--- src/rtl/point_curvature_window_macros.svh ---
// ----------------------------------------------------------------------------
// point_curvature_window assertion macros
// Concurrent assertion wrappers, compiled out when ASSERT_OFF is defined.
// ----------------------------------------------------------------------------
`ifndef POINT_CURVATURE_WINDOW_MACROS_SVH
`define POINT_CURVATURE_WINDOW_MACROS_SVH

`ifndef ASSERT_OFF
// Check a property on aclk, with aresetn low disabling the check
`define PCW_ASSERT(lbl, prop, msg) \
    lbl: assert property (@(posedge aclk) disable iff (!aresetn) prop) else $error(msg);
// Check a property on aclk at every edge, reset included
`define PCW_ASSERT_ALWAYS(lbl, prop, msg) \
    lbl: assert property (@(posedge aclk) prop) else $error(msg);
`else
`define PCW_ASSERT(lbl, prop, msg)
`define PCW_ASSERT_ALWAYS(lbl, prop, msg)
`endif

`endif

--- src/rtl/pcw_cell.sv ---
// ----------------------------------------------------------------------------
// pcw_cell
// One window slot: holds a point and hands it to its older neighbor.
// ----------------------------------------------------------------------------
`default_nettype none

module pcw_cell #(
    parameter int POINT_W = 54
) (
    input  wire logic               aclk,
    input  wire logic               aresetn,
    input  wire logic               shift,
    input  wire logic [POINT_W-1:0] point_in,
    output logic      [POINT_W-1:0] point_out
);

    logic [POINT_W-1:0] point_reg;

    // Clear on reset so the running window sums start consistent
    always_ff @(posedge aclk) begin
        if (!aresetn) begin
            point_reg <= '0;
        end else if (shift) begin
            point_reg <= point_in;
        end
    end

    assign point_out = point_reg;

endmodule

`default_nettype wire

--- config.mk ---
export PLATFORM = sky130hd
export DESIGN_NAME = pcw_cell
export DESIGN_NICKNAME = d
export VERILOG_FILES = /design/src/rtl/point_curvature_window_macros.svh /design/src/rtl/pcw_cell.sv
export SDC_FILE = /design/constraint.sdc
export NUM_CORES = 1
export LEC_CHECK = 0
export BUFFER_PORTS_ARGS = -buffer_cell sky130_fd_sc_hd__buf_4
export CELL_PAD_IN_SITES_DETAIL_PLACEMENT = 1
export CELL_PAD_IN_SITES_GLOBAL_PLACEMENT = 1
export CORE_AREA = 3 3 83 85
export CTS_BUF_LIST = sky130_fd_sc_hd__clkbuf_8
export DETAILED_ROUTE_END_ITERATION = 8
export DIE_AREA = 0 0 86 88
export GPL_ROUTABILITY_DRIVEN = 0
export PLACE_DENSITY_LB_ADDON = 0.1
export SETUP_SLACK_MARGIN = 0.2
export SLEW_MARGIN = 30
export SYNTH_ARGS = -nofsm -noshare
export SYNTH_HDL_FRONTEND = slang
export SYNTH_SLANG_ARGS = --single-unit
export TNS_END_PERCENT = 50
--- constraint.sdc ---
create_clock -name aclk -period 1.2 [get_ports aclk]
set_clock_uncertainty 0.15 [all_clocks]
set_input_delay 0.24 -clock aclk [delete_from_list [all_inputs] [get_ports aclk]]
set_output_delay 0.24 -clock aclk [all_outputs]
set_load 0.01 [all_outputs]
Word-level counts from Yosys, hierarchy flattened
Index checks and enable logic that the tools add are counted.
{"block": "classes", "bitwise": 0, "addsub": 0, "n_shift": 0, "div": 0, "order_cmp": 0, "mux": 0, "n_eq_ne": 0, "n_reduce_logical": 0, "n_mul": 0}
{"block": "totals", "regBits": 54, "mem_bits_rw": 0, "mem_count": 0, "out_inout_bits": 54, "latchBits": 0, "mem_bits_ro": 0, "elab_cells": 1, "input_bits": 57}

Longest topological paths before layout
{"block": "logic_depth", "depth_word": 0, "ltp_mapped": 4, "mapped_depth_nobuf": 2}

Worst setup path after synthesis
Ideal clock, no wire load.
{"block": "synth_path", "path_kind": "input to register", "start": "in shift", "end": "reg point_reg[10] (netlist: point_out[10])", "arrival_time_ns": 0.765, "n_path_buf": 2, "cell_stages": 4, "t_required_ns": 0.934, "setup_time_ns": 0.116, "setup_slack_ns": 0.169, "cell_sequence": "buf_6 > buf_12 > mux2i_1 > nor2b_1"}
{"element": "start: declaration", "line_no": "pcw_cell.sv:12", "text": "input wire logic shift,"}
{"element": "end signal: assignment", "line_no": "pcw_cell.sv:24", "text": "point_reg <= point_in;"}
{"element": "end: declaration", "line_no": "pcw_cell.sv:17", "text": "logic [POINT_W-1:0] point_reg;"}

Worst setup path in the final report
{"block": "layout_path", "start": "reg point_reg[20] (netlist: point_out[20])", "end": "out point_out[20]"}
{"element": "end: declaration", "line_no": "pcw_cell.sv:14", "text": "output logic [POINT_W-1:0] point_out"}
No word-level cell between the ends.

==> flow_summary.yaml <==
status:
  run_status: "finished, final reports clean"
logic_synthesis:
  synth.yosys.warnings: 0
  synth_simple_gate_area_share_pct: 16.2
  synth_adder_area_share_pct: 0
  dominant_combinational_cell_family_by_area_after_synthesis: "multiplexers"
  netlist_top_cells_area: "sky130_fd_sc_hd__dfxtp_1 (52%), sky130_fd_sc_hd__mux2i_1 (26%), sky130_fd_sc_hd__nor2b_1 (16%)"
  synthDistinctLibCells: 6
  synth_area_sq_um: 2090
  synth_top_cells_by_count: "sky130_fd_sc_hd__dfxtp_1 (54), sky130_fd_sc_hd__mux2i_1 (54), sky130_fd_sc_hd__nor2b_1 (54), sky130_fd_sc_hd__buf_12 (5), sky130_fd_sc_hd__clkbuf_1 (5)"
  synth-edff-count: 0
  syn-instance-count: 173
  share_of_the_yosys_chip_area_belonging_to_registers_pct: 51.7
  ys_async_sr_fraction_pct: 0
  synth.mux.area_fraction_pct: 25.9
  post-synth-top-area-cell: "sky130_fd_sc_hd__dfxtp_1"
  postSynthNetCount: 230
  postSynthRegisterBits: 54
  synth_compound_area_share_pct: 0
  yosysTopAreaCellShare_pct: 51.7
  avgSynthCellArea_sq_um: 12.1
  synth_xor_xnor_area_share_pct: 0
  synth_flop_cell: "sky130_fd_sc_hd__dfxtp_1"
final_layout:
  fill_cells: 682
  antennaDiodeCount: 0
  combined_area_of_the_multi_input_logic_cells_sq_um: 878
  area_growth_pct: 62.3
  largest_reg_flops: 54
  storage_element_area_sq_um: 1150
  layout-drive-gt1-share_pct: 62.7
  final_core_util_pct: 54.0
  nets_final: 348
sta:
  hold-worst-slack_ns: 0.0366
  setup_repair_after_global_routing_missed_its_margin: "yes"
  final_max_slew_viol_count: 0
  timing.final.ws_setup_ns: 0.0479
  layout_min_cycle_time_ns: 1.15
  finalHoldViolCount: 0
  slew_headroom_pct: 89.8
  worst_margin_slew_ns: 0.149
  setup_total_negative_slack_ns: 0
  final.period_utilization_pct: 96.0
  finalSetupViolations: 0
  max_clock_freq_mhz: 868
clock_tree:
  cts_tree: "done"
  cts_root_buf: "sky130_fd_sc_hd__clkbuf_8"
  clk_pin_slew_worst_paths_ns: 0.10
  cts-htree-levels: 2
  clock-sinks: 54
  hold_buffers: 0
  worst_skew_pair_latency_ns: 0.30
  clock_tree.buffer_depth: 2
  cts_inserted_buffers: 5
die:
  placeableCoreArea_sq_um: 6280
  number_of_rows_in_the_core_area: 29
  floorplan.die.height_microns: 88
  io-pin-count: 111
  die_span_in_x_microns: 86
  initial_util_pct: 33.3
  die_area_sq_um: 7570
min_path:
  hold_path_class: "in -> reg"
  end_of_the_worst_hold_path: "point_out[41]$_SDFFE_PN0P_"
  hold_start: "point_in[41]"
  worst_hold_path.num_cells: 3
global_routing:
  pin_count_of_the_biggest_net_entering_global_routing: 28
  grt_remaining_overflow: 0
  global_route_total_usage_across_every_layer_pct: 14.2
  grt_pass1_vias: 1757
  grt_antenna_before_repair: 0
  grt_pass1_wl_microns: 8480
setup_path:
  r2r.worst_path.cells: 3
  timing.critical_path.arrival_ns: 0.76
  worstSetupStartpointType: "flop"
  endpoint_of_the_most_critical_register_to_register_path: "point_out[29]$_SDFFE_PN0P_"
  critical_path.n_buffers_inverters: 1
  critical_path.reg2reg.startpoint: "point_out[29]$_SDFFE_PN0P_"
  crit_path_end_kind: "output port"
  crit_chain: "buf_6"
  worst_setup_path_class: "reg -> out"
  worstPathRequired_ns: 0.81
  critical-path-top-delay-family: "flip-flops"
  worst-path-max-fanout: 2
  crit_path_top_delay_cell: "sky130_fd_sc_hd__dfxtp_2"
  regToRegSetupSlack_ns: 0.28
  timing.critical_path.slowest_cell_delay_ns: 0.36
placed_design:
  post-place-ws_ns: 0.0277
  dp_hpwl_microns: 3810
  numPortBuffers: 110
power_and_ir_drop:
  power.leakage_uw: 0.00161
  power.net_switching_uw: 916
  power.total_uw: 3770
  netSwitchingFraction_pct: 24.3
  power_frac_clock_pct: 27.7
  p_seq_share_pct: 52.9
  power.internal_uw: 2860
  power_density_of_the_placed_cells_nw_per_um2: 1110
  ir_drop_v: 0.000564
  power.combinational.fraction_pct: 19.5
routing:
  post-route-drc-count: 0
  drt-pass1-iter-count: 2
  vias_per_cell: 4.40
  drt-total-wl_microns: 5320
  ant_nets: 0
  first_iter_violations: 14
  routedWlPerCell_microns: 14.4
  vias: 1625
flow_run:
  cap_viol_max_count: 0
-- cell families (layout without fill, tap and decap cells) --
family	after synthesis	after routing
mux	54	54
flops	54	54
simple gates	54	54
buf+inv	11	130
-- cell type report --
type / count / share of cell area [%]
timing repair buffer: 122 / 34.7
sequential: 54 / 33.9
multi-input combinational: 108 / 25.9
tap: 77 / 2.84
clock buffer: 6 / 2.43
clock inverter: 2 / 0.258
-- cell usage in the layout (no fill, tap or decap) --
cell type	count
sky130_fd_sc_hd__buf_4	64
sky130_fd_sc_hd__mux2i_1	54
sky130_fd_sc_hd__nor2b_1	54
sky130_fd_sc_hd__dfxtp_2	54
sky130_fd_sc_hd__buf_6	53
sky130_fd_sc_hd__clkbuf_8	6
sky130_fd_sc_hd__buf_12	5
sky130_fd_sc_hd__clkinv_2	1
sky130_fd_sc_hd__inv_1	1
-- stage by stage --
step	std cells	area, sq um
final	369	3390
after global routing	369	3390
after CTS	366	3360
after detailed placement	355	2990
after global placement	355	2990
after floorplan	173	2100
-- layer usage --
metal	track usage [%]	up-vias	part of all wire [%]
li1	-	800	-
met1	16.1	758	39
met2	24.2	62	51
met3	6.68	5	9.4
met4	3.88	0	0.94
met5	0	-	0
-- repair_timing --
| action | 4_1_cts | 5_1_grt |
|---|---|---|
| gates cloned | 0 | 0 |
| endpoints found under the setup margin | 54 | 54 |
| resized for setup | 104 | 3 |
| buffers inserted | 3 | 3 |
-- power by group through the flow --
stage	Sequential (uW)	Combinational (uW)	Clock [uW]
after floorplan	2040	269	0
after global placement	1990	657	0
after detailed placement	1990	669	0
after CTS	1990	738	1100
after global routing	2010	798	1190
final	1990	735	1040
-- how the worst max path moves through the flow --
stage                                     from                         end  slack (ns)  depth (start not counted)
finish              point_out[20]$_SDFFE_PN0P_               point_out[20]        0.05                          1
detailed placement                       shift  point_out[14]$_SDFFE_PN0P_        0.03                          4
floorplan                                shift  point_out[10]$_SDFFE_PN0P_        0.22                          4
global placement                         shift   point_out[9]$_SDFFE_PN0P_        0.08                          4
global route        point_out[34]$_SDFFE_PN0P_               point_out[34]       0.001                          1
CTS                 point_out[20]$_SDFFE_PN0P_               point_out[20]        0.03                          1
Note: power is estimated with default switching activity, not from simulation.
