File: src/rtl/point_curvature_window_macros.svh
// ----------------------------------------------------------------------------
// point_curvature_window assertion macros
// Concurrent assertion wrappers, compiled out when ASSERT_OFF is defined.
// ----------------------------------------------------------------------------
`ifndef POINT_CURVATURE_WINDOW_MACROS_SVH
`define POINT_CURVATURE_WINDOW_MACROS_SVH

`ifndef ASSERT_OFF
// Check a property on aclk, with aresetn low disabling the check
`define PCW_ASSERT(lbl, prop, msg) \
    lbl: assert property (@(posedge aclk) disable iff (!aresetn) prop) else $error(msg);
// Check a property on aclk at every edge, reset included
`define PCW_ASSERT_ALWAYS(lbl, prop, msg) \
    lbl: assert property (@(posedge aclk) prop) else $error(msg);
`else
`define PCW_ASSERT(lbl, prop, msg)
`define PCW_ASSERT_ALWAYS(lbl, prop, msg)
`endif

`endif

File: src/rtl/pcw_pkg.sv
// ----------------------------------------------------------------------------
// pcw_pkg
// Shared widths and control types of the point curvature window.
// ----------------------------------------------------------------------------
`default_nettype none

package pcw_pkg;

    // Fixed field widths of the stream payload
    localparam int IN_COORD_W = 18;
    localparam int IDX_W      = 16;
    localparam int CURV_W     = 45;
    localparam int S_TDATA_W  = 56;
    localparam int M_TDATA_W  = 64;

    // Pipeline control handed from the top level to each axis unit
    typedef struct packed {
        logic shift;    // point enters the window
        logic advance;  // pipeline stages move one step
    } pcw_ctrl_t;

endpackage

`default_nettype wire

File: src/rtl/pcw_axis.sv
// ----------------------------------------------------------------------------
// pcw_axis
// Per-axis running window sum, centre difference and its square.
// ----------------------------------------------------------------------------
`default_nettype none

module pcw_axis #(
    parameter int COORD_BITS  = 18,
    parameter int HALF_WINDOW = 5
) (
    input  wire logic                     aclk,
    input  wire logic                     aresetn,
    input  wire pcw_pkg::pcw_ctrl_t       ctrl,
    input  wire logic signed [COORD_BITS-1:0] new_coord,
    input  wire logic signed [COORD_BITS-1:0] old_coord,
    input  wire logic signed [COORD_BITS-1:0] centre_coord,
    output logic [2*(COORD_BITS+$clog2(4*HALF_WINDOW)+1)-1:0] square
);

    localparam int WIN_LEN = 2 * HALF_WINDOW + 1;
    localparam int TOT_W   = COORD_BITS + $clog2(WIN_LEN) + 1;
    localparam int DIFF_W  = COORD_BITS + $clog2(4 * HALF_WINDOW) + 1;
    localparam int SQ_W    = 2 * DIFF_W;
    localparam logic signed [DIFF_W-1:0] CENTRE_GAIN = DIFF_W'(WIN_LEN);

    logic signed [TOT_W-1:0]  total_reg;
    logic signed [TOT_W-1:0]  total_next;
    logic signed [DIFF_W-1:0] diff_reg;
    logic signed [DIFF_W-1:0] diff_next;
    logic        [DIFF_W-1:0] mag;
    logic        [SQ_W-1:0]   square_reg;
    logic        [SQ_W-1:0]   square_next;

    // Window sum: add the arriving point, drop the one leaving
    assign total_next = total_reg + TOT_W'(new_coord) - TOT_W'(old_coord);

    // Neighbor sum minus 2*HALF_WINDOW x centre = whole sum minus WIN_LEN x centre
    assign diff_next = DIFF_W'(total_reg) - DIFF_W'(centre_coord) * CENTRE_GAIN;

    assign mag         = diff_reg[DIFF_W-1] ? DIFF_W'(-diff_reg) : DIFF_W'(diff_reg);
    assign square_next = SQ_W'(mag) * SQ_W'(mag);

    always_ff @(posedge aclk) begin
        if (!aresetn) begin
            total_reg <= '0;
        end else if (ctrl.shift) begin
            total_reg <= total_next;
        end
    end

    always_ff @(posedge aclk) begin
        if (ctrl.advance) begin
            diff_reg   <= diff_next;
            square_reg <= square_next;
        end
    end

    assign square = square_reg;

endmodule

`default_nettype wire

File: config.mk
export PLATFORM = sky130hd
export DESIGN_NAME = pcw_axis
export DESIGN_NICKNAME = d
export VERILOG_FILES = /design/src/rtl/point_curvature_window_macros.svh /design/src/rtl/pcw_pkg.sv /design/src/rtl/pcw_axis.sv
export SDC_FILE = /design/constraint.sdc
export NUM_CORES = 1
export LEC_CHECK = 0
export ABC_CLOCK_PERIOD_IN_PS = 12800
export BUFFER_PORTS_ARGS = -buffer_cell sky130_fd_sc_hd__buf_4
export CORE_MARGIN = 5
export CORE_UTILIZATION = 45
export DETAILED_ROUTE_END_ITERATION = 16
export GPL_ROUTABILITY_DRIVEN = 0
export HOLD_SLACK_MARGIN = 0.02
export PLACE_DENSITY = 0.62
export SKIP_LAST_GASP = 1
export SLEW_MARGIN = 40
export SYNTH_ARGS = -nofsm -noshare
export SYNTH_HDL_FRONTEND = slang
export SYNTH_SLANG_ARGS = --single-unit
File: constraint.sdc
create_clock -name aclk -period 12.8 [get_ports aclk]
set_clock_uncertainty 0.15 [all_clocks]
set_input_delay 1.28 -clock aclk [delete_from_list [all_inputs] [get_ports aclk]]
set_output_delay 1.28 -clock aclk [all_outputs]
set_load 0.005 [all_outputs]
# After elaboration in Yosys (flattened, before gate mapping)
# Index checks and enable logic that the tools add are counted.
[op_classes]
mul = 2
muxes = 1
addsub = 4
[op_table]
columns = ["operator", "count"]
rows = [
  ["24-bit by 24-bit multiplier with 48-bit output", 1],
  ["24-bit 2-to-1 mux", 1],
  ["24-bit negator", 1],
  ["23-bit by 23-bit subtractor with 24-bit output", 1],
  ["23-bit by 18-bit adder with 23-bit output", 1],
  ["18-bit by 5-bit multiplier with 23-bit output, second input constant", 1],
  ["23-bit by 18-bit subtractor with 23-bit output", 1],
]
[totals]
inputBits = 58
reg_bits = 95
elab_cells = 10

# Logic depth before layout (Yosys ltp)
# Gate-level depths: netlist of run 1.
[depth]
ltp_word = 3
depth_mapped = 37
ltp_nobuf = 34

# Worst setup path before layout of run 1
# Ideal clock, no wire load.
[synth_timing]
kind = "register to register"
startpoint = "register diff_reg[0]"
endpoint = "register square_reg[45], in the netlist square[45], data pin"
setup_slack_ns = 3.460
setup_time_ns = 0.261
synth_period_minus_slack_ns = 9.340
arrival_time_ns = 8.929
n_path_buf = 3
path_stages_with_launch = 35
path_cell_list = "edfxtp_1 > clkbuf_1 > inv_1 > clkbuf_1 > ha_1 > nand3_1 > nor2_1 > nand2_1 > or4_1 > o21ai_1 > xor2_1 > clkbuf_1 > nor2_1 > fa_1 > fa_1 > fa_1 > inv_1 > fa_1 > inv_1 > fa_1 > fa_1 > inv_1 > fa_1 > inv_1 > ha_1 > a21o_1 > a21o_1 > a21oi_1 > nand3_1 > or3b_2 > a31o_2 > a31oi_1 > nand2b_1 > nor3b_1 > a311o_1"
[synth_between]
elab_chain_cells = 3
[synth_lines]
columns = ["item", "line_no", "text"]
rows = [
  ["from (decl)", "pcw_axis.sv:28", "logic signed [DIFF_W-1:0] diff_reg;"],
  ["from (signal assigned)", "pcw_axis.sv:53", "diff_reg <= diff_next;"],
  ["24-bit negator", "pcw_axis.sv:40", "assign mag = diff_reg[DIFF_W-1] ? DIFF_W'(-diff_reg) : DIFF_W'(diff_reg);"],
  ["24-bit 2-to-1 mux (*)", "pcw_axis.sv:40", ""],
  ["24-bit by 24-bit multiplier with 48-bit output (*)", "pcw_axis.sv:41", "assign square_next = SQ_W'(mag) * SQ_W'(mag);"],
  ["via square_next[45]", "pcw_axis.sv:32", "logic [SQ_W-1:0] square_next;"],
  ["to (signal assigned)", "pcw_axis.sv:54", "square_reg <= square_next;"],
  ["to (decl)", "pcw_axis.sv:31", "logic [SQ_W-1:0] square_reg;"],
]
# The timed path passes the listed nets; every way through them passes the cells marked *.
# A chain may end at the register's enable or synchronous reset.

# Worst setup path in the final report of run 1
# Ends and elaborated chain as after synthesis.

==> metrics.yaml, run 1 <==
grt_usage: 0.2035
fp.dieW_um: 237.1
initial_core_util: 0.4533
io_pins: 106
wl_met1_mm: 23.44
yosys_register_bits: 94
rows: 83
setup_viol: 0
grt_max_degree: 53
drtIter0Drc: 860
clk_pin_slew_ns: 0.08
synthArstFlopShare: 0
antenna_found_initial: 1
synth_top_area_frac: 0.4115
crit_path_end_kind: "flip-flop"
path_max_fanout: 17
synth.most_common_cell: "inv_1"
grt_pass1_vias: 17880
drive_gt1_frac: 0.06545
htree_num_levels: 3
path_buf_inv: 8
cap_violations: 0
post_cts_resized: 0
die-area_mm2: 0.05621
required_ns: 12.80
dr_wl_met2_mm: 26.44
ys_types: 72
critical_path_depth: 34
largest_reg_flops: 47
status: "completed"
tritoncts: "built"
worst_setup_path_start_kind: "flip-flop"
synth_ff_type: "edfxtp_1"
drc: 0
synthTopCellsByCount: "inv_1, fa_1, ha_1"
cts_buffers: 9
vias: 16300
dr.max_layer_used: "met5"
syn_inst: 2470
io_buffers: 104
postCtsSetupBuffers: 0
hp-class: "reg -> reg"
wl_met3_mm: 2.969
postSynthAreaPerCell_um2: 9.395
rsz0062_at_grt: "false"
fmaxAchievable_ghz: 0.09246
slowest_stage: "inv_1"
relSlewSlack: 0.4036
fin_crit_sh: 0.8449
synth.yosys.warnings: 0
ff2ff_path_depth: 34
fin_crit_ns: 10.82
synthTopCellsByArea: "fa_1, ha_1, inv_1, edfxtp_1, nand2_1"
finalNetCount: 3372
syn_area_mm2: 0.02321
core-area_mm2: 0.05120
final.setup.tns_ns: 0
cts_buffer_depth: 2
fin_ws_ns: 1.985
crit_family: "adder cells"
crit_arrival_ns: 10.82
totalWireLength_mm: 54.85
hpwl_mm: 46.74
worst_pin_slew_ns: 0.8937
first_pass_iters: 5
wl_per_cell_um: 16.81
grt.overflow.total: 0
slowest_delay_ns: 0.64
pre_cts_slack_ns: 1.987
synth_edf_count: 71
clkLatencyLatePin_ns: 0.40
whs_path_depth: 2
via_per_inst: 4.995
grt_pass1_wl_mm: 91.22
clockRootBuffer: "clkbuf_16"
path_class: "reg -> reg"
cts.sinks: 94
cts_hold_buf: 0
area_growth_pct: 8.783
die_y_um: 237.1
finalHoldViolations: 0
antenna_left: 0
drv_slew: 0
synth_seq_area_share: 0.1117
diodes: 0
yosys.area.top_type: "fa_1"
==> placed cells by master, fill, tap and decap left out, types with 17 or more instances in the layout <==
cell type,netlist,final
buf_4,1,128
xnor2_1,66,64
nand2_1,197,197
a21oi_1,73,73
nand3_1,18,18
ha_1,260,260
conb_1,2,18
a21o_1,47,47
nor2b_1,18,18
nor2_1,165,165
inv_1,726,726
fa_1,477,477
xor2_1,44,41
o21ai_0,47,47
dfxtp_1,23,23
edfxtp_1,71,71
nor3_1,17,17
==> layout make-up <==
type | count | area (µm²)
repair buffers | 129 | 972.2
flip-flops and latches | 94 | 2592
multi-input cells | 1611 | 17770
clock inverters | 6 | 56.30
well taps | 680 | 850.8
inverters | 732 | 2748
fillers | 4782 | 25950
clock buffers | 10 | 250.2
==> path summary, 6_finish.rpt <==
path | start | end | slack, ns
max | diff_reg[0] | square[45] | 1.98
min | total_reg[22] | total_reg[22] | 0.33
max reg2reg | diff_reg[0] | square[45] | 1.98
min reg2reg | total_reg[22] | total_reg[22] | 0.33
==> tightest hold or removal path, cell delays in order, from the launching register on <==
cell and delay [ns]:
dfxtp_1 0.32, nand2_1 0.06, mux2i_1 0.05
==> logic make-up (layout without fill, tap and decap cells) <==
kind of cell               Yosys count  count (layout)  synth area share
buffers and inverters              781             877            0.1269
adders and majority gates          737             737            0.5517
and+or+nand+nor                    481             481           0.09123
AOI/OAI and AO/OA                  253             253           0.07117
xor gates and xnor gates           111             111           0.04222
DFF                                 94              94            0.1117
muxes                               11              11          0.004745
other                                2              18         0.0003236
==> through the flow <==
step | cells | utilization | hold WS, ns | cell area [µm²]
floorplan | 2486 | - | 0.2744 | 23270
global placement | 3245 | 0.4864 | 0.3071 | 24900
detailed placement | 3245 | 0.4869 | 0.3256 | 24930
CTS | 3261 | 0.4929 | 0.3312 | 25230
global route | 3262 | 0.4931 | 0.3547 | 25240
finish | 3262 | 0.4931 | 0.3272 | 25240
==> per-layer routing <==
layer | vias to the layer above | track usage
li1 | 7648 | -
met1 | 8117 | 0.2624
met2 | 418 | 0.3462
met3 | 110 | 0.03797
met4 | 2 | 0.06927
met5 | - | 0
Power of run 1 is not shown: default switching activity piles up to over one toggle a cycle in this logic, so the estimate is an artifact.
==> run 2, diff against run 1 <==
--- a/config.mk
+++ b/config.mk
@@ -5,14 +5,15 @@
 export SDC_FILE = /design/constraint.sdc
 export NUM_CORES = 1
 export LEC_CHECK = 0
-export ABC_CLOCK_PERIOD_IN_PS = 12800
+export ABC_AREA = 1
+export ABC_CLOCK_PERIOD_IN_PS = 9800
 export BUFFER_PORTS_ARGS = -buffer_cell sky130_fd_sc_hd__buf_4
 export CORE_MARGIN = 5
 export CORE_UTILIZATION = 45
 export DETAILED_ROUTE_END_ITERATION = 16
 export GPL_ROUTABILITY_DRIVEN = 0
 export HOLD_SLACK_MARGIN = 0.02
-export PLACE_DENSITY = 0.62
+export PLACE_DENSITY = 0.65
 export SKIP_LAST_GASP = 1
 export SLEW_MARGIN = 40
 export SYNTH_ARGS = -nofsm -noshare
==> constraint.sdc (replaced) <==
create_clock -name aclk -period 9.8 [get_ports aclk]
set_clock_uncertainty 0.15 [all_clocks]
set_input_delay 0.98 -clock aclk [delete_from_list [all_inputs] [get_ports aclk]]
set_output_delay 0.98 -clock aclk [all_outputs]
set_load 0.005 [all_outputs]
==> run 2 against run 1 <==
Effect of this change:
- via count rose by 30%
- synthesized area rose by 14%
- cell area rose by 12%
- largest cell class unchanged
- critical endpoint is now square[46]
- global-route usage rose by 3.4 points
- register-to-register slack got worse by 0.59 ns
==> metrics.yaml, run 2 <==
status: "completed"
clkLatencyLatePin_ns: 0.39
cts_buffers: 9
tritoncts: "built"
finalHoldViolations: 0
via_per_inst: 4.916
antenna_found_initial: 4
synthTopCellsByArea: "fa_1, inv_1, ha_1, nand2_1, edfxtp_1"
postCtsSetupBuffers: 0
synth_top_area_frac: 0.3612
wl_per_cell_um: 16.99
grt_pass1_vias: 22130
worst_setup_path_start_kind: "flip-flop"
relSlewSlack: 0.4566
vias: 21200
fmaxAchievable_ghz: 0.1190
drtIter0Drc: 1340
final_area_mm2: 0.02835
placed_area_mm2: 0.02803
htree_num_levels: 3
cts_buffer_depth: 2
die_y_um: 252.4
ys_types: 39
drc: 0
crit_path_end_kind: "flip-flop"
cts_hold_buf: 0
crit_family: "adder cells"
syn_inst: 3447
clk_pin_slew_ns: 0.08
cts.sinks: 94
grt_pass1_wl_mm: 118.8
syn_area_mm2: 0.02644
largest_reg_flops: 47
slowest_stage: "fa_1"
rsz0062_at_grt: "false"
die-area_mm2: 0.06370
clockRootBuffer: "clkbuf_16"
fillers: 5845
grt.overflow.total: 0
yosys.area.top_type: "fa_1"
synth.yosys.warnings: 0
crit_top_cell: "fa_1"
path_buf_inv: 7
synth_ff_type: "edfxtp_1"
path_class: "reg -> reg"
hpwl_mm: 63.84
grt_usage: 0.2379
grt_max_degree: 72
final_cell_mix: "inv_1, nand2_1, fa_1"
fp.dieW_um: 252.4
path_max_fanout: 22
io_buffers: 104
cap_violations: 0
rows: 88
io_pins: 106
timing.hold.ws_ns: 0.3924
synth_edf_count: 71
initial_core_util: 0.4565
finalNetCount: 4335
ff2ff_path_depth: 29
antenna_left: 0
hp-class: "reg -> reg"
fin_crit_ns: 8.403
fin_crit_sh: 0.8575
fin_cells: 4313
synthTopCellsByCount: "inv_1, nand2_1, fa_1"
crit_arrival_ns: 8.40
yosys_register_bits: 94
synthArstFlopShare: 0
worst_pin_slew_ns: 0.8143
totalWireLength_mm: 73.27
first_pass_iters: 5
final.setup.tns_ns: 0
multi_input_area_mm2: 0.01956
post_cts_resized: 0
synth_seq_area_share: 0.09806
area_growth_pct: 7.236
slowest_delay_ns: 0.57
setup_viol: 0
synth.most_common_cell: "inv_1"
critical_path_depth: 29
regArea_mm2: 0.002592
drive_gt1_frac: 0.06262
drv_slew: 0
final_common_cell: "inv_1"
dp_cells: 4294
postSynthAreaPerCell_um2: 7.670
required_ns: 9.80
whs_path_depth: 2
core-area_mm2: 0.05792
run 2: cells by family (layout without fill, tap and decap cells):
group,after synthesis,count (layout),share of synthesized area
AOI/OAI and AO/OA,157,157,0.03176
xor gates and xnor gates,59,59,0.02125
adders and majority gates,737,737,0.4842
buffers and inverters,1130,1212,0.1645
DFF,94,94,0.09806
other,2,21,0.0002841
and+or+nand+nor,1268,1268,0.1999
run 2: layer usage:
metal / vias to the layer above / track usage / routed length [µm]
li1: 10110 / - / -
met1: 10260 / 0.3078 / 30430
met2: 673 / 0.4032 / 34580
met3: 159 / 0.03499 / 4722
met4: 0 / 0.09553 / 3541
met5: - / 0 / 0
run 2: worst register-to-register path, delay by kind of cell, from the launching register on:
kind                     cells  cell delay, ns
buffers and inverters        7            1.05
adder cells (fa/ha/maj)      9            4.26
AO/OA/AOI/OAI                1            0.24
AND/OR/NAND/NOR             12            1.99
flip-flops                   1            0.47
run 2: worst paths after layout:
kind                start      endpoint  slack (ns)
min          total_reg[0]  total_reg[0]        0.39
min reg2reg  total_reg[0]  total_reg[0]        0.39
max           diff_reg[0]    square[46]        1.40
max reg2reg   diff_reg[0]    square[46]        1.40
run 2: per-stage QoR:
| stage | setup WS (ns) | util |
|---|---|---|
| after global routing | 0.9658 | 0.4894 |
| after global placement | 1.505 | 0.4839 |
| after floorplan | 2.537 | - |
| final | 1.397 | 0.4895 |
| after CTS | 1.453 | 0.4894 |
| after detailed placement | 1.485 | 0.4840 |
run 2: layout make-up:
cell class | instances | area share
diodes | 3 | 0.0002648
clock buffers | 10 | 0.008827
clock inverters | 6 | 0.002118
inverters | 1083 | 0.1437
multi-input cells | 2239 | 0.6899
flip-flops and latches | 94 | 0.09144
well taps | 765 | 0.03376
repair buffers | 113 | 0.03005
Power of run 2 is left out for the same reason.
==> run 3, diff against run 2 <==
--- a/config.mk
+++ b/config.mk
@@ -5,7 +5,7 @@
 export SDC_FILE = /design/constraint.sdc
 export NUM_CORES = 1
 export LEC_CHECK = 0
-export ABC_AREA = 1
+export ABC_AREA = 0
 export ABC_CLOCK_PERIOD_IN_PS = 9800
 export BUFFER_PORTS_ARGS = -buffer_cell sky130_fd_sc_hd__buf_4
 export CORE_MARGIN = 5
==> run 3 against run 2 <==
Effect of this change:
- maximum frequency is 12% lower
- worst hold slack got worse by 0.069 ns
- sequential cell count unchanged
- final cell count is 24% lower
- register-to-register slack got worse by 1.1 ns
- first-iteration DRC count shrank 45%
- global-route usage decreased by 3.1 points
- cell area is 9.8% lower
- critical path depth up 1
- wire length is 24% lower
- worst setup slack worse by 1.1 ns
- via count fell by 22%
- highest routed layer unchanged
==> metrics.yaml, run 3 (synthesis results as in run 1) <==
grt.overflow.total: 0
dr_wl_met2_mm: 26.60
status: "completed"
wl_met1_mm: 23.46
crit_top_cell: "fa_1"
fin_ws_ns: 0.2876
grt_pass1_vias: 18390
ff2ff_setup_slack_ns: 0.29
via_per_inst: 4.989
path_class: "reg -> reg"
multi_input_area_mm2: 0.01785
io_buffers: 104
clockRootBuffer: "clkbuf_16"
antenna_left: 0
rows: 83
first_pass_iters: 5
drtIter0Drc: 734
crit_arrival_ns: 9.51
regArea_mm2: 0.002592
wl_met3_mm: 3.369
fin_crit_sh: 0.9707
die-area_mm2: 0.05621
cts_hold_buf: 0
worst_pin_slew_ns: 0.8200
ff2ff_path_depth: 30
whs_path_depth: 2
path_buf_inv: 4
clk_pin_slew_ns: 0.08
cp-endpoint: "square[45]"
r2r-end: "square[45]"
wl_per_cell_um: 16.82
clkLatencyLatePin_ns: 0.41
fin_cells: 3297
fmaxAchievable_ghz: 0.1051
dr.max_layer_used: "met4"
fillers: 4701
initial_core_util: 0.4533
critical_path_depth: 30
worst_setup_path_start_kind: "flip-flop"
die_y_um: 237.1
pre_cts_slack_ns: 0.04292
final_common_cell: "inv_1"
tritoncts: "built"
area_growth_pct: 10.16
cts_buffer_depth: 2
r2r-start: "diff_reg[7]"
relSlewSlack: 0.4534
path_max_fanout: 6
slowest_delay_ns: 0.60
cp-startpoint: "diff_reg[7]"
grt_max_degree: 56
grt_usage: 0.2065
cts_buffers: 9
htree_num_levels: 3
io_pins: 106
vias: 16450
finalNetCount: 3407
grt_pass1_wl_mm: 93.40
final_cell_mix: "inv_1, fa_1, ha_1"
drive_gt1_frac: 0.08521
slowest_stage: "fa_1"
core-area_mm2: 0.05120
required_ns: 9.79
largest_reg_flops: 47
cap_violations: 0
cts.sinks: 94
hpwl_mm: 47.54
diodes: 0
drv_slew: 0
fp.dieW_um: 237.1
crit_path_end_kind: "flip-flop"
totalWireLength_mm: 55.47
crit_family: "adder cells"
hp-class: "reg -> reg"
drc: 0
dp_cells: 3277
finalHoldViolations: 0
fin_crit_ns: 9.512
setup_viol: 0
antenna_found_initial: 0
[run 3: routing by layer]
metal,track usage,up-vias
li1,-,7725
met1,0.2729,8134
met2,0.3488,483
met3,0.02935,106
met4,0.07416,0
met5,0,-
[run 3: timing repair]
item / CTS / global route
setup buffers: 0 / 4
gates resized for setup: 0 / 30
setup endpoints to repair: 0 / 13
[run 3: tightest hold or removal path, cell delays in order (launching register included)]
cell     delay [ns]
dfxtp_1        0.32
nand2_1        0.06
mux2i_1        0.05
[run 3: worst min-delay path by stage]
stage / end / startpoint / slack, ns
detailed placement: total_reg[22] / total_reg[22] / 0.31
global placement: total_reg[22] / total_reg[22] / 0.31
finish: total_reg[22] / total_reg[22] / 0.32
floorplan: square[0] / diff_reg[0] / 0.27
global route: total_reg[22] / total_reg[22] / 0.37
CTS: total_reg[22] / total_reg[22] / 0.33
[run 3: final cells by class]
| type | count | area share |
|---|---|---|
| multi-input cells | 1611 | 0.6982 |
| inverters | 732 | 0.1076 |
| flip-flops and latches | 94 | 0.1014 |
| repair buffers | 164 | 0.04831 |
| well taps | 680 | 0.03328 |
| clock buffers | 9 | 0.008810 |
| clock inverters | 7 | 0.002349 |
[run 3: stage by stage]
step,TNS [ns],area (µm²),utilization,hold slack [ns]
after global placement,0,25120,0.4907,0.3067
after detailed placement,0,25140,0.4909,0.3150
after global routing,-0.1011,25560,0.4993,0.3674
after floorplan,0,23270,-,0.2744
after CTS,0,25420,0.4965,0.3267
final,0,25560,0.4993,0.3234
Power of run 3 is left out for the same reason.
